<file path="src/rtl/ptbma_ram.sv">
// generic single-port-write ram with registered read
module ptbma_ram #(
    parameter int unsigned WIDTH = 16,
    parameter int unsigned DEPTH = 256
) (
    input  logic                     i_clk,
    input  logic                     i_we,
    input  logic [$clog2(DEPTH)-1:0] i_waddr,
    input  logic [WIDTH-1:0]         i_wdata,
    input  logic [$clog2(DEPTH)-1:0] i_raddr,
    output logic [WIDTH-1:0]         o_rdata
);
    logic [WIDTH-1:0] r_mem [DEPTH];

    // write and registered read
    always_ff @(posedge i_clk) begin
        if (i_we) begin
            r_mem[i_waddr] <= i_wdata;
        end
        o_rdata <= r_mem[i_raddr];
    end
endmodule

</file>
<file path="config.mk">
export PLATFORM = sky130hd
export DESIGN_NAME = ptbma_ram
export DESIGN_NICKNAME = d
export VERILOG_FILES = /design/src/rtl/ptbma_ram.sv
export SDC_FILE = /design/constraint.sdc
export NUM_CORES = 2
export LEC_CHECK = 0
export CORE_ASPECT_RATIO = 1.4
export CORE_MARGIN = 3
export CORE_UTILIZATION = 40
export CTS_CLUSTER_DIAMETER = 200
export DETAILED_ROUTE_END_ITERATION = 10
export DONT_BUFFER_PORTS = 1
export PLACE_DENSITY = 0.57
export SYNTH_ARGS = -nofsm -noshare
export SYNTH_HDL_FRONTEND = slang
export SYNTH_SLANG_ARGS = --single-unit
</file>
<file path="constraint.sdc">
create_clock -name i_clk -period 7.6 [get_ports i_clk]
set_input_delay 1.52 -clock i_clk [delete_from_list [all_inputs] [get_ports i_clk]]
set_output_delay 1.52 -clock i_clk [all_outputs]
set_load 0.05 [all_outputs]
</file>
Yosys cells after proc, flatten, opt, wreduce, memory -nomap -nowiden
Memory sizes are Yosys's and may differ from the RTL's. A register that Yosys moved wholly into a read port is not among the register bits.
Index checks and enable logic that the tools add are counted.
{ "word_totals": {"regBits": 0, "word_cells": 3, "ram_bits": 4096, "memories": 1} }
{ "mem_list": {"columns": ["name", "depth", "word_bits", "read_ports", "rd_ports_with_merged_regs", "wr", "line", "source"], "rows": [
  ["r_mem", 256, 16, 1, 1, 1, "13", "logic [WIDTH-1:0] r_mem [DEPTH];"]
]} }
{ "op_classes": {"n_mux": 2} }
{ "op_table": {"columns": ["op", "n"], "rows": [
  ["$mux W1", 2]
]} }

Logic depth before layout (Yosys ltp)
{ "logic_depth": {"word_depth": 2, "depth_mapped": 12, "mapped_depth_nobuf": 6} }

Worst setup path before layout
OpenSTA, ideal clock, no wires.
{ "synth_timing": {"kind": "input -> register", "start": "input port i_waddr[3]", "end": "memory r_mem[235][0], enable pin", "n_path_buf": 3, "stages": 6, "required_time_ps": 7212, "t_arrival_ps": 3297, "setup_slack_ps": 3915, "cell_sequence": "clkbuf_1 nor2b_1 clkbuf_1 nand4_1 clkbuf_1 nor2_1"} }
{ "synth_rtl": {"columns": ["item", "line", "source"], "rows": [
  ["start, declared", "8", "input logic [$clog2(DEPTH)-1:0] i_waddr,"],
  ["end, declared", "13", null]
]} }
Straight into the memory's write port.

==> flow_summary.yaml <==
worst_setup_path:
  worst_ep_arrival_time_ns: 6.31
  required_ns: 8.41
  path_class: "primary input to flop"
  path_cells: "or2_4 -> buf_12 -> o22ai_1 -> mux2i_1 -> a22oi_1 -> nand4_1 -> nor4_1"
  cp-end-kind: "flop"
  cp_max_fo: 737
  critical-path-slowest-cell: "a22oi_1"
  startpoint_type: "primary input"
  cpPeakStageDelay_ns: 0.90
  cp_top_family: "compound AO/OA/AOI/OAI gates"
  critPathBufInv: 1
global_route:
  grt_pass1_vias: 78330
  grtUsageTotal: 0.2127
  grt_first_pass_wirelength_um: 612900
  grt_max_degree: 738
  grt_overflow_total: 0
  antenna_found_initial: 19
timing:
  max_freq_mhz: 181.8
  setup_tns_ns: 0
  rsz0062_at_grt: "no"
  setup_violations: 0
  min_period_ns: 5.500
  slew_violations: 493
  worst_pin_slew_ns: 2.218
  period_share: 0.7237
  relSlewSlack: -0.4789
  skew_ns: 0.04163
  hold_violations: 0
floorplanning:
  fp.coreArea_um2: 394900
  initial_core_util: 0.4019
  num_rows: 273
  die_h_um: 751.3
  fp.dieW_um: 538.4
  die-area_um2: 404500
  ios: 50
clock_tree:
  ctsResizeCount: 0
  clock-sinks: 4112
  cts_tree: "done"
  path_clk_slew_ns: 0.07
  holdBufCountCts: 0
  cts_setup_buffers: 0
  clkLatencyLatePin_ns: 0.94
  clock_path_buffers: 4
  numCtsBuffers: 396
  cts_htree_levels: 5
  root_buffer: "clkbuf_16"
finish:
  finalInstanceArea_um2: 178500
  fill_cells: 33020
  multiInputGateArea_um2: 33370
  area_growth_pct: 12.46
  nets: 7625
  drive_gt1_frac: 0.2396
  register_area_um2: 123300
power_and_ir_drop:
  max-vdd-ir-drop_mv: 0.2156
  p_leak_uw: 0.05544
  p_per_area_nw_per_um2: 260.5
job:
  drv_cap: 1
yosys:
  yosysSeqAreaShare: 0.7770
  ys_ff_latch: 4112
  ys.flop_type: "edfxtp_1"
  synth_top_area_cell: "edfxtp_1"
  synthTopCellsByCount: "4,096 x edfxtp_1, 797 x mux4_2, 565 x mux2i_1"
  netlist.area_leader.share: 0.7750
  yosys.cell_types.count: 52
  netlist_area_um2: 158700
  synth_edf_count: 4096
  synthCells: 7360
  synth.most_common_cell: "edfxtp_1"
  postSynth.asyncResetShare: 0
  yosys_warnings: 0
  syn-num-nets: 7394
  syn_area_per_cell_um2: 21.56
  ys_top_cells_by_area: "edfxtp_1 77%, mux4_2 11%, mux2i_1 3.6%"
place:
  port_buffers: 0
  post_dp_cell_area_um2: 165700
  dp_hpwl_um: 243900
  gp_congestion: 0.8375
run_status:
  status: "finished with violations"
  violations: "capacitance limit, slew limit"
detailed_routing:
  wl_um: 438100
  remaining_drc_errors: 0
  drt-initial-drc-count: 8271
  vias: 77150
  post_drt_wl_per_cell_um: 33.30
  drt-pass1-iter-count: 6
  ant_nets: 0
  viasPerCell: 5.864
hold_path:
  hold_class: "primary input to flop"
## layout by cell type (no fill, tap or decap), types with 13 or more instances in the layout
master,n
nor3_2,19
clkbuf_16,402
clkinv_1,89
a221oi_1,28
mux2i_1,565
nor3_1,73
o221ai_1,252
nor2_2,95
o32ai_1,20
a22o_1,32
a22oi_1,43
nor2_4,32
nor4_1,17
nor2_1,177
mux4_2,797
buf_4,267
nand4_1,26
nand2_1,37
dfxtp_1,16
nand3_1,26
diode_2,13
o31ai_1,16
edfxtp_1,4096
o21ai_0,32
o22ai_1,148
a21oi_1,175
bufinv_16,44
mux2_2,88
clkinv_2,76
a211oi_1,18
clkbuf_1,81
## path summary, 6_finish.rpt
| check | startpoint | to | slack (ns) | depth (start not counted) |
|---|---|---|---|---|
| hold reg to reg | r_mem[194][11]$_DFFE_PP_ | o_rdata[11]$_DFF_P_ | 1.02 | 6 |
| hold / removal | i_wdata[13] | r_mem[89][13]$_DFFE_PP_ | 0.69 | 0 |
| setup reg to reg | r_mem[131][14]$_DFFE_PP_ | o_rdata[14]$_DFF_P_ | 4.25 | 7 |
| setup / recovery | i_raddr[1] | o_rdata[7]$_DFF_P_ | 2.10 | 7 |
## power by group
group,internal [µW],leakage (µW),switching (µW)
clock,11200,0.00625,8450
sequential,25000,0.0369,119
combinational,745,0.0122,953
## kinds of logic (layout without fill, tap and decap cells)
group / after synthesis / count (layout) / share of synthesized area
flip-flops: 4112 / 4112 / 0.7770
multiplexers: 1450 / 1450 / 0.1550
AO/OA/AOI/OAI: 786 / 786 / 0.03537
AND/OR/NAND/NOR: 556 / 556 / 0.01574
buffers and inverters: 456 / 1014 / 0.01693
other: 0 / 13 / 0
## cell type report
class	count	area share
Clock inverter	241	0.01340
Timing Repair Buffer	285	0.01366
Antenna cell	13	0.0001823
Tap cell	5225	0.03663
Clock buffer	484	0.05814
Inverter	4	0.0001542
Multi-Input combinational cell	2792	0.1869
Sequential cell	4112	0.6909
## state kept, by name (all words and copies together) (netlist names)
signal   flops
o_rdata     16
r_mem     4096
## stage by stage
step | worst slack (ns) | utilization | power [µW] | hold WS (ns) | instances
after detailed placement | 1.328 | 0.4196 | 27290 | 1.013 | 12420
after floorplan | 3.915 | - | 26790 | 0.8538 | 7360
after CTS | 2.333 | 0.4519 | 46870 | 0.6578 | 13140
final | 2.100 | 0.4520 | 46500 | 0.6887 | 13160
after global routing | 1.891 | 0.4520 | 47770 | 0.6287 | 13150
after global placement | 1.296 | 0.4195 | 27280 | 1.027 | 12420
## routing by layer
| layer | vias up | global-route usage | part of all wire |
|---|---|---|---|
| met5 | - | 0 | 0.00021 |
| met3 | 787 | 0.04048 | 0.073 |
| li1 | 31750 | - | - |
| met2 | 3165 | 0.3606 | 0.50 |
| met1 | 41440 | 0.2609 | 0.37 |
| met4 | 12 | 0.1084 | 0.058 |
Note: power is estimated with default switching activity, not from simulation.
