===== config.mk =====
export PLATFORM = sky130hd
export DESIGN_NAME = ptbma_div
export DESIGN_NICKNAME = d
export VERILOG_FILES = /design/src/rtl/ptbma_pkg.sv /design/src/rtl/ptbma_div.sv
export SDC_FILE = /design/constraint.sdc
export NUM_CORES = 1
export LEC_CHECK = 0
export BUFFER_PORTS_ARGS = -buffer_cell sky130_fd_sc_hd__buf_2
export CAP_MARGIN = 20
export CELL_PAD_IN_SITES_DETAIL_PLACEMENT = 0
export CELL_PAD_IN_SITES_GLOBAL_PLACEMENT = 1
export CORE_ASPECT_RATIO = 1.5
export CORE_MARGIN = 2
export CORE_UTILIZATION = 43
export CTS_BUF_LIST = sky130_fd_sc_hd__clkbuf_4
export DETAILED_ROUTE_END_ITERATION = 8
export HOLD_SLACK_MARGIN = 0.12
export PLACE_DENSITY_LB_ADDON = 0.1
export SYNTH_ARGS = -nofsm -noshare
export SYNTH_HDL_FRONTEND = slang
export SYNTH_SLANG_ARGS = --single-unit

===== constraint.sdc =====
create_clock -name i_clk -period 2.5 [get_ports i_clk]
set_clock_uncertainty 0.05 [all_clocks]
set_input_delay 0.125 -clock i_clk [delete_from_list [all_inputs] [get_ports i_clk]]
set_output_delay 0.125 -clock i_clk [all_outputs]
set_load 0.1 [all_outputs]

===== src/rtl/ptbma_pkg.sv =====
// shared types and constants for the per-track box moving average
package ptbma_pkg;

    localparam int unsigned WinResetVal = 5;

    // history ring length per track, a power of two
    localparam int unsigned HistoryDepth = 8;

    typedef struct packed {
        logic               opcode;
        logic        [15:0] target_id;
        logic signed [15:0] box_x;
        logic signed [15:0] box_y;
        logic        [14:0] box_w;
        logic        [14:0] box_h;
    } t_in_item;

    typedef struct packed {
        logic signed [15:0] smooth_x;
        logic signed [15:0] smooth_y;
        logic        [14:0] smooth_w;
        logic        [14:0] smooth_h;
        logic               table_full;
    } t_out_item;

    typedef enum logic [3:0] {
        S_IDLE,
        S_EOF,
        S_SRCH,
        S_WRITE,
        S_SUMRD,
        S_SUMACC,
        S_DIV,
        S_OUT
    } t_state;

    // start request for the shared divider
    typedef struct packed {
        logic        start;
        logic [22:0] mag;
        logic        neg;
    } t_div_req;

endpackage


===== src/rtl/ptbma_div.sv =====
// shared restoring divider with round half away from zero
module ptbma_div (
    input  logic                    i_clk,
    input  logic                    i_rst_n,
    input  ptbma_pkg::t_div_req     i_req,
    input  logic [3:0]              i_n,
    output logic                    o_done,
    output logic signed [23:0]      o_quot
);
    import ptbma_pkg::*;

    // dividend 2*mag+n fits 25 bits, divisor 2n fits 5 bits
    logic [24:0] r_num, n_num;
    logic [4:0]  r_rem, n_rem;
    logic [4:0]  r_cnt, n_cnt;
    logic        r_busy, n_busy;
    logic        r_neg;
    logic [5:0]  w_trial;

    always_comb begin
        n_num  = r_num;
        n_rem  = r_rem;
        n_cnt  = r_cnt;
        n_busy = r_busy;
        w_trial = {r_rem, r_num[24]};
        if (i_req.start) begin
            n_num  = {1'b0, i_req.mag, 1'b0} + {21'd0, i_n};
            n_rem  = '0;
            n_cnt  = 5'd25;
            n_busy = 1'b1;
        end else if (r_busy) begin
            // one quotient bit per cycle
            n_num = {r_num[23:0], 1'b0};
            if (w_trial >= {1'b0, i_n, 1'b0}) begin
                n_rem    = 5'(w_trial - {1'b0, i_n, 1'b0});
                n_num[0] = 1'b1;
            end else begin
                n_rem = w_trial[4:0];
            end
            n_cnt = r_cnt - 5'd1;
            if (r_cnt == 5'd1) begin
                n_busy = 1'b0;
            end
        end
    end

    always_ff @(posedge i_clk) begin
        if (!i_rst_n) begin
            r_busy <= 1'b0;
        end else begin
            r_busy <= n_busy;
        end
        r_num <= n_num;
        r_rem <= n_rem;
        r_cnt <= n_cnt;
        if (i_req.start) begin
            r_neg <= i_req.neg;
        end
    end

    assign o_done = r_busy && (r_cnt == 5'd1);
    // final quotient is visible in r_num in the cycle after done
    assign o_quot = r_neg ? -$signed({1'b0, r_num[22:0]}) : $signed({1'b0, r_num[22:0]});
endmodule


# Word-level counts from Yosys, hierarchy flattened
# Index checks and enable logic that the tools add are counted.
[totals] reg_bits=37 input_bits=31 output_inout_bits=25 word_cells=21
[op_classes] addsub=4 magnitude_cmp=1 n_eq_ne=1 n_mux=8 n_reduce_logical=2
[ops] operator="25-bit two-way mux" n=2
[ops] operator="24-bit by 4-bit adder with 25-bit output" n=1
[ops] operator="24-bit two-way mux" n=1
[ops] operator="23-bit negator with 24-bit output" n=1
[ops] operator="6-bit by 5-bit >= comparator with 1-bit output" n=1
[ops] operator="5-bit by 1-bit equality test with 1-bit output, second input constant" n=1
[ops] operator="5-bit two-way mux" n=1
[ops] operator="5-bit by 1-bit subtractor with 5-bit output, second input constant" n=1
[ops] operator="5-bit subtractor" n=1
[ops] operator="1-bit two-way mux" n=4
[ops] operator="2-bit nonzero test" n=1
[ops] operator="1-bit logical AND" n=1

# Depth between registers and ports, before layout
# Gate-level depths: netlist of the first run.
[depth] word_depth=4 ltp_mapped=8 ltp_nobuf=8

# Least setup slack after synthesis of the first run
# OpenSTA, ideal clock, no wires.
[synth_timing] path_kind="register -> output" startpoint="reg r_neg" endpoint="out o_quot[1]" arrival_time_ns=2.835 t_required_ns=2.325 path_slack_ns=-0.510 stages_incl_launch_ff=3 path_cell_list="edfxtp_1 buf_1 o21ai_0"
[synth_between] elab_chain_len=1
[synth_lines] element="start: declaration" line_no="ptbma_div.sv:17" rtl="logic r_neg;"
[synth_lines] element="start signal: assignment" line_no="ptbma_div.sv:57" rtl="r_neg <= i_req.neg;"
[synth_lines] element="24-bit two-way mux" line_no="ptbma_div.sv:63" rtl="assign o_quot = r_neg ? -$signed({1'b0, r_num[22:0]}) : $signed({1'b0, r_num[22:0]});"
[synth_lines] element="end: declaration" line_no="ptbma_div.sv:8" rtl="output logic signed [23:0] o_quot"
# No other way between the ends.

# Final worst setup path of the first run
[layout_timing] startpoint="reg r_num[5]" endpoint="out o_quot[17]"
[layout_between] elab_chain_len=2
[layout_lines] element="start: declaration" line_no="ptbma_div.sv:13" rtl="logic [24:0] r_num, n_num;"
[layout_lines] element="start signal: assignment" line_no="ptbma_div.sv:53" rtl="r_num <= n_num;"
[layout_lines] element="23-bit negator with 24-bit output" line_no="ptbma_div.sv:63"
[layout_lines] element="24-bit two-way mux" line_no="ptbma_div.sv:63"
# No other way between the ends.

==> impl_metrics.toml, run 1 <==
[synth]
synthFlopType = "edfxtp_1"
synth_top_family_by_area = "simple AND/OR/NAND/NOR gates"
async_flop_share_pct = 0
synth_warnings = 0
synth_top_area_share_pct = 27.37
synth_area_leaders = "edfxtp_1, xnor2_1, dfxtp_1"
yosysTopAreaCell = "edfxtp_1"
synth_compound_area_share_pct = 20.39
avgSynthCellArea_um2 = 9.173
ys_seq_area_share_pct = 35.09
synth-xor-area-share_pct = 11.05
synth_mux_area_share_pct = 1.140
synth_seq_cells = 37
synthAdderAreaFrac_pct = 5.789
synth.distinct_cells = 51
synth_cells = 311
synthesis.nets = 354
synth_edf_count = 26
syn_area_um2 = 2853
yosys.area_share.simple_pct = 21.67

[setup_path]
reg2reg_depth = 5
worstSetupStartpointType = "flop"
worstPathArrival_ns = 2.58
crit_required_ns = 2.33
end_kind = "primary output"
reg2reg_to = "r_num[0]"
r2r_slack_ns = 0.27
cp_max_fo = 8
worstSetupPathType = "flop to primary output"
worstReg2RegStart = "r_rem[1]"

[clocking]
cts_buffers = 5
clkTransAtPathRegs_ns = 0.12
clock_tree.buffer_depth = 2
clock_sinks = 37
tritoncts = "done"
cts-root-buf = "clkbuf_4"
cts_max_level = 2
clk_latency_ns = 0.35

[timing]
rsz0062_at_grt = "true"
finalSetupViolCount = 15
period_share_pct = 110.1
slew_viol_final = 0
hold_viol_final = 0
hold_slack_ns = 0.1373
fmax_ghz = 0.3631
finalCriticalPeriod_ns = 2.754
tightest_slew_ns = 0.5848
maxSlewHeadroom_pct = 60.00
fin_ws_ns = -0.2537
fin_setup_tns_ns = -2.853

[layout]
drive_above_1_share_pct = 35.31
antennaDiodeCount = 0
nNetsFinal = 430
fin_cells = 464
synthToLayoutAreaGrowth_pct = 40.53

[floorplanning]
initial_core_util_pct = 44.29
die_area_um2 = 7315
io_pins = 56
die_w_um = 70.51
rows = 36
core_um2 = 6441
die_h_um = 103.8

[pwr]
total_leakage_power_nw = 1.635
ir_drop_uv = 362.6
power.density_nw_per_um2 = 603.5
power_w = 0.002419

[route]
vias_per_cell = 5.623
routed-via-count = 2609
wl_per_cell_um = 15.49
first_pass_iters = 5
post-route-drc-count = 0
ant_nets = 0
drt_iter0_markers = 55
routed_wl_um = 7188

[placed_design]
dp_cells = 447
globalplace.congestion = 0.7821
port_buffers = 55
dp_hpwl_um = 5442

[grt]
grt.overflow.total = 0
grt_pass1_vias = 2636
antenna_found_initial = 0
grt_max_degree = 54
grt_pass1_wl_um = 12250
grt_use_total_pct = 20.42

[hold_path]
hold_depth = 3
hp-class = "input port to flop"
worstHoldStart = "i_req[22]"
worstHoldEndpoint = "r_num[22]"

[run_status]
violations = "setup timing"
status = "complete, but fails checks"

[run]
cap_violations = 0
## final cells by class
type                       instances  area [um^2]
clock buffer                       5        37.54
clock inverter                     3        17.52
fill                             536         2432
inverter                          15        56.30
multi-input combinational        242         2013
sequential                        37         1001
tap                               76        95.09
timing repair buffer              86        788.3
## cells in the final DEF, fill, tap and decap left out, drive strengths merged, types with 2 or more instances in the layout
master,n
or3,9
a31oi,9
o311ai,2
o21ai,12
xor2,4
nand4,6
xnor2,32
or4b,2
a211oi,3
and2,2
or4,10
clkbuf,7
a21oi,15
mux2,2
dfxtp,11
o31ai,12
o21a,2
clkinv,2
nor2b,2
inv,16
ha,10
nand2,24
edfxtp,26
nand3,14
nand2b,3
o41ai,12
and3,3
nor4,4
nor3,5
fa,2
dlygate4sd3,5
nor2,25
buf,79
or2,3
## cells by family after synthesis
group                    count (synthesis)
AND/OR/NAND/NOR                        115
flip-flops                              37
AO/OA/AOI/OAI                           76
XOR/XNOR                                36
buffers and inverters                   32
multiplexers                             3
adder cells (fa/ha/maj)                 12
## layer usage
layer	up-vias	GRT usage, %	part of all wire [%]
met1	1220	23.67	41
met2	57	38.27	54
met4	0	6.181	1.3
met3	6	2.335	3.1
li1	1326	-	-
met5	-	0	0
## worst max-delay path by stage
stage | start | end | slack, ns | cells after the start
floorplan | r_num[0] | o_quot[4] | -0.29 | 6
global placement | r_num[6] | o_quot[23] | 0.07 | 5
detailed placement | r_num[4] | o_quot[20] | 0.03 | 6
CTS | r_num[4] | o_quot[23] | -0.29 | 5
global route | r_num[5] | o_quot[19] | -0.32 | 6
finish | r_num[5] | o_quot[17] | -0.25 | 6
## worst max-delay path, cell delays in order (launching register included)
cell      delay, ns
edfxtp_1       0.41
or4_4          0.55
or3_4          0.38
buf_12         0.17
o41ai_4        0.34
xnor2_2        0.18
buf_12         0.20
## cell usage after synthesis, types with 10 or more instances
cell type / instances
nor2_1: 25
o31ai_1: 12
edfxtp_1: 26
o21ai_0: 12
nand3_1: 14
ha_1: 10
a21oi_1: 15
inv_1: 15
clkbuf_1: 11
nand2_1: 24
xnor2_1: 32
dfxtp_1: 11
## repair_timing
item	4_1_cts	5_1_grt
pin swaps	19	16
hold buffers	5	0
gates resized for setup	28	6
setup endpoints to repair	15	17
setup buffers	2	2
hold endpoints to repair	5	0
gates cloned	0	0
## power by group
group / total, W / leakage, nW / internal (W) / switching [W]
clock: 0.000313 / 0.0353 / 0.000107 / 0.000206
combinational: 0.00132 / 1.25 / 0.000449 / 0.000872
sequential: 0.000786 / 0.348 / 0.000730 / 0.0000555
total: 0.00242 / 1.63 / 0.00129 / 0.00113
## through the flow
stage	setup WS, ns	instance area, um^2	utilization [%]
after floorplan	-0.2947	2999	-
after global placement	0.07271	3687	57.25
after detailed placement	0.03386	3687	57.25
after CTS	-0.2853	3973	61.67
after global routing	-0.3183	4009	62.24
final	-0.2537	4009	62.24
## registers in the layout (all words and copies together) (netlist names)
name / cells
r_num: 25
r_rem: 5
r_neg: 1
r_busy: 1
r_cnt: 5
No activity file was read; power rests on OpenSTA's default activity.
==> run 2: changes to the inputs <==
- RECOVER_POWER: not set -> 100
==> impl_metrics.toml, run 2 (synthesized netlist as in run 1, its figures left out) <==
[clocking]
cts_max_level = 2
cts-root-buf = "clkbuf_4"
clock_sinks = 37
clock_tree.buffer_depth = 2
clk_latency_ns = 0.35
clkTransAtPathRegs_ns = 0.12
cts_buffers = 5
tritoncts = "done"

[timing]
maxSlewHeadroom_pct = -41.19
period_share_pct = 110.3
tightest_slew_ns = 2.118
rsz0062_at_grt = "true"
fin_setup_tns_ns = -2.881
finalCriticalPeriod_ns = 2.758
hold_viol_final = 0
hold_slack_ns = 0.1377
fin_ws_ns = -0.2581
fmax_ghz = 0.3626
finalSetupViolCount = 15
slew_viol_final = 54

[pwr]
p_clk_share_pct = 13.0
power.density_nw_per_um2 = 606.6
net-switching-power_w = 0.001135
total_leakage_power_nw = 1.613
power_frac_comb_pct = 54.4
ir_drop_uv = 361.6
p_int_w = 0.001280
swShare_pct = 47.00
seq_power_share_pct = 32.6

[layout]
final_common_cell = "buf_2"
top_register = "r_num"
antennaDiodeCount = 0
nNetsFinal = 430
drive_above_1_share_pct = 33.76
fin_cells = 464
synthToLayoutAreaGrowth_pct = 39.61
layout_common_cells = "buf_2, edfxtp_1, nor2_1, nand2_1, buf_4"
final_util_pct = 61.83
reg_top3 = "r_num (25), r_cnt (5), r_rem (5)"
largest_reg_flops = 25

[route]
post-route-drc-count = 0
vias_per_cell = 5.610
drt_iter0_markers = 73
ant_nets = 0
routed_wl_um = 7204
first_pass_iters = 4
routed-via-count = 2603
wl_per_cell_um = 15.53

[grt]
grt_util_met2_pct = 38.27
grt_pass1_wl_um = 12250
grt_max_degree = 54
grt.overflow.total = 0
grt_use_met1_pct = 23.67
antenna_found_initial = 0
grt_use_total_pct = 20.42
grtUsageMet3_pct = 2.335
top_usage_layer = "met2"
grt_pass1_vias = 2636

[setup_path]
reg2reg_to = "r_num[0]"
reg2reg_depth = 5
worstReg2RegStart = "r_rem[1]"
cp_max_fo = 8
worstSetupStartpointType = "flop"
end_kind = "primary output"
crit_required_ns = 2.33
r2r_slack_ns = 0.22
worstSetupPathType = "flop to primary output"
worstPathArrival_ns = 2.58

[floorplanning]
rows = 36
core_um2 = 6441
die_w_um = 70.51
die_area_um2 = 7315
die_h_um = 103.8
io_pins = 56
initial_core_util_pct = 44.29

[placed_design]
port_buffers = 55
globalplace.congestion = 0.7821
dp_cells = 447
dp_hpwl_um = 5442

[hold_path]
worstHoldStart = "i_req[22]"
hp-class = "input port to flop"
hold_depth = 3
worstHoldEndpoint = "r_num[22]"

[run_status]
violations = "capacitance limit, slew limit, setup timing"
status = "complete, but fails checks"

[run]
cap_violations = 1
-- run 2: cell count changes in the layout (fill, tap and decap cells not counted), sizes merged --
cell / before / now
buf: 79 / 67
clkbuf: 7 / 19
-- run 2: stage by stage --
stage | power [W] | setup slack [ns] | area [um^2]
after floorplan | 0.001692 | -0.2947 | 2999
after global placement | 0.002049 | 0.07271 | 3687
after detailed placement | 0.002062 | 0.03386 | 3687
after CTS | 0.002423 | -0.2853 | 3973
after global routing | 0.002515 | -0.3183 | 3983
final | 0.002416 | -0.2581 | 3983
-- run 2: how the worst max path moves through the flow --
stage / start / cells after the start / to
floorplan: r_num[0] / 6 / o_quot[4]
global placement: r_num[6] / 5 / o_quot[23]
detailed placement: r_num[4] / 6 / o_quot[20]
CTS: r_num[4] / 5 / o_quot[23]
global route: r_num[5] / 6 / o_quot[19]
finish: r_num[5] / 6 / o_quot[17]
-- run 2: repair_timing --
action                     in CTS  in global routing
pin swaps                      19                 16
hold buffers                    5                  0
setup endpoints to repair      15                 17
hold endpoints to repair        5                  0
gates cloned                    0                  0
resized for setup              28                  6
setup buffers                   2                  2
-- run 2: critical path: stages (launching register included) --
cell and delay (ns):
edfxtp_1 0.41, or4_4 0.55, or3_4 0.38, buf_12 0.17
o41ai_4 0.34, xnor2_2 0.18, buf_12 0.20
-- run 2: layer usage --
| layer | up-vias | routed length, um |
|---|---|---|
| li1 | 1326 | - |
| met1 | 1217 | 2985 |
| met2 | 53 | 3897 |
| met3 | 7 | 205 |
| met4 | 0 | 115 |
| met5 | - | 0 |
-- run 2: area by class of cell --
cell class	count	area [um^2]
clock buffer	5	37.54
clock inverter	3	17.52
multi-input combinational	242	2013
timing repair buffer	86	762.0
tap	76	95.09
fill	544	2459
inverter	15	56.30
sequential	37	1001
-- run 2: power groups by stage --
stage,clock [W],sequential (W),combinational (W)
floorplan,0,0.000802,0.000890
global placement,0,0.000794,0.00126
detailed placement,0,0.000798,0.00126
CTS,0.000325,0.000785,0.00131
global route,0.000342,0.000796,0.00138
finish,0.000315,0.000786,0.00131
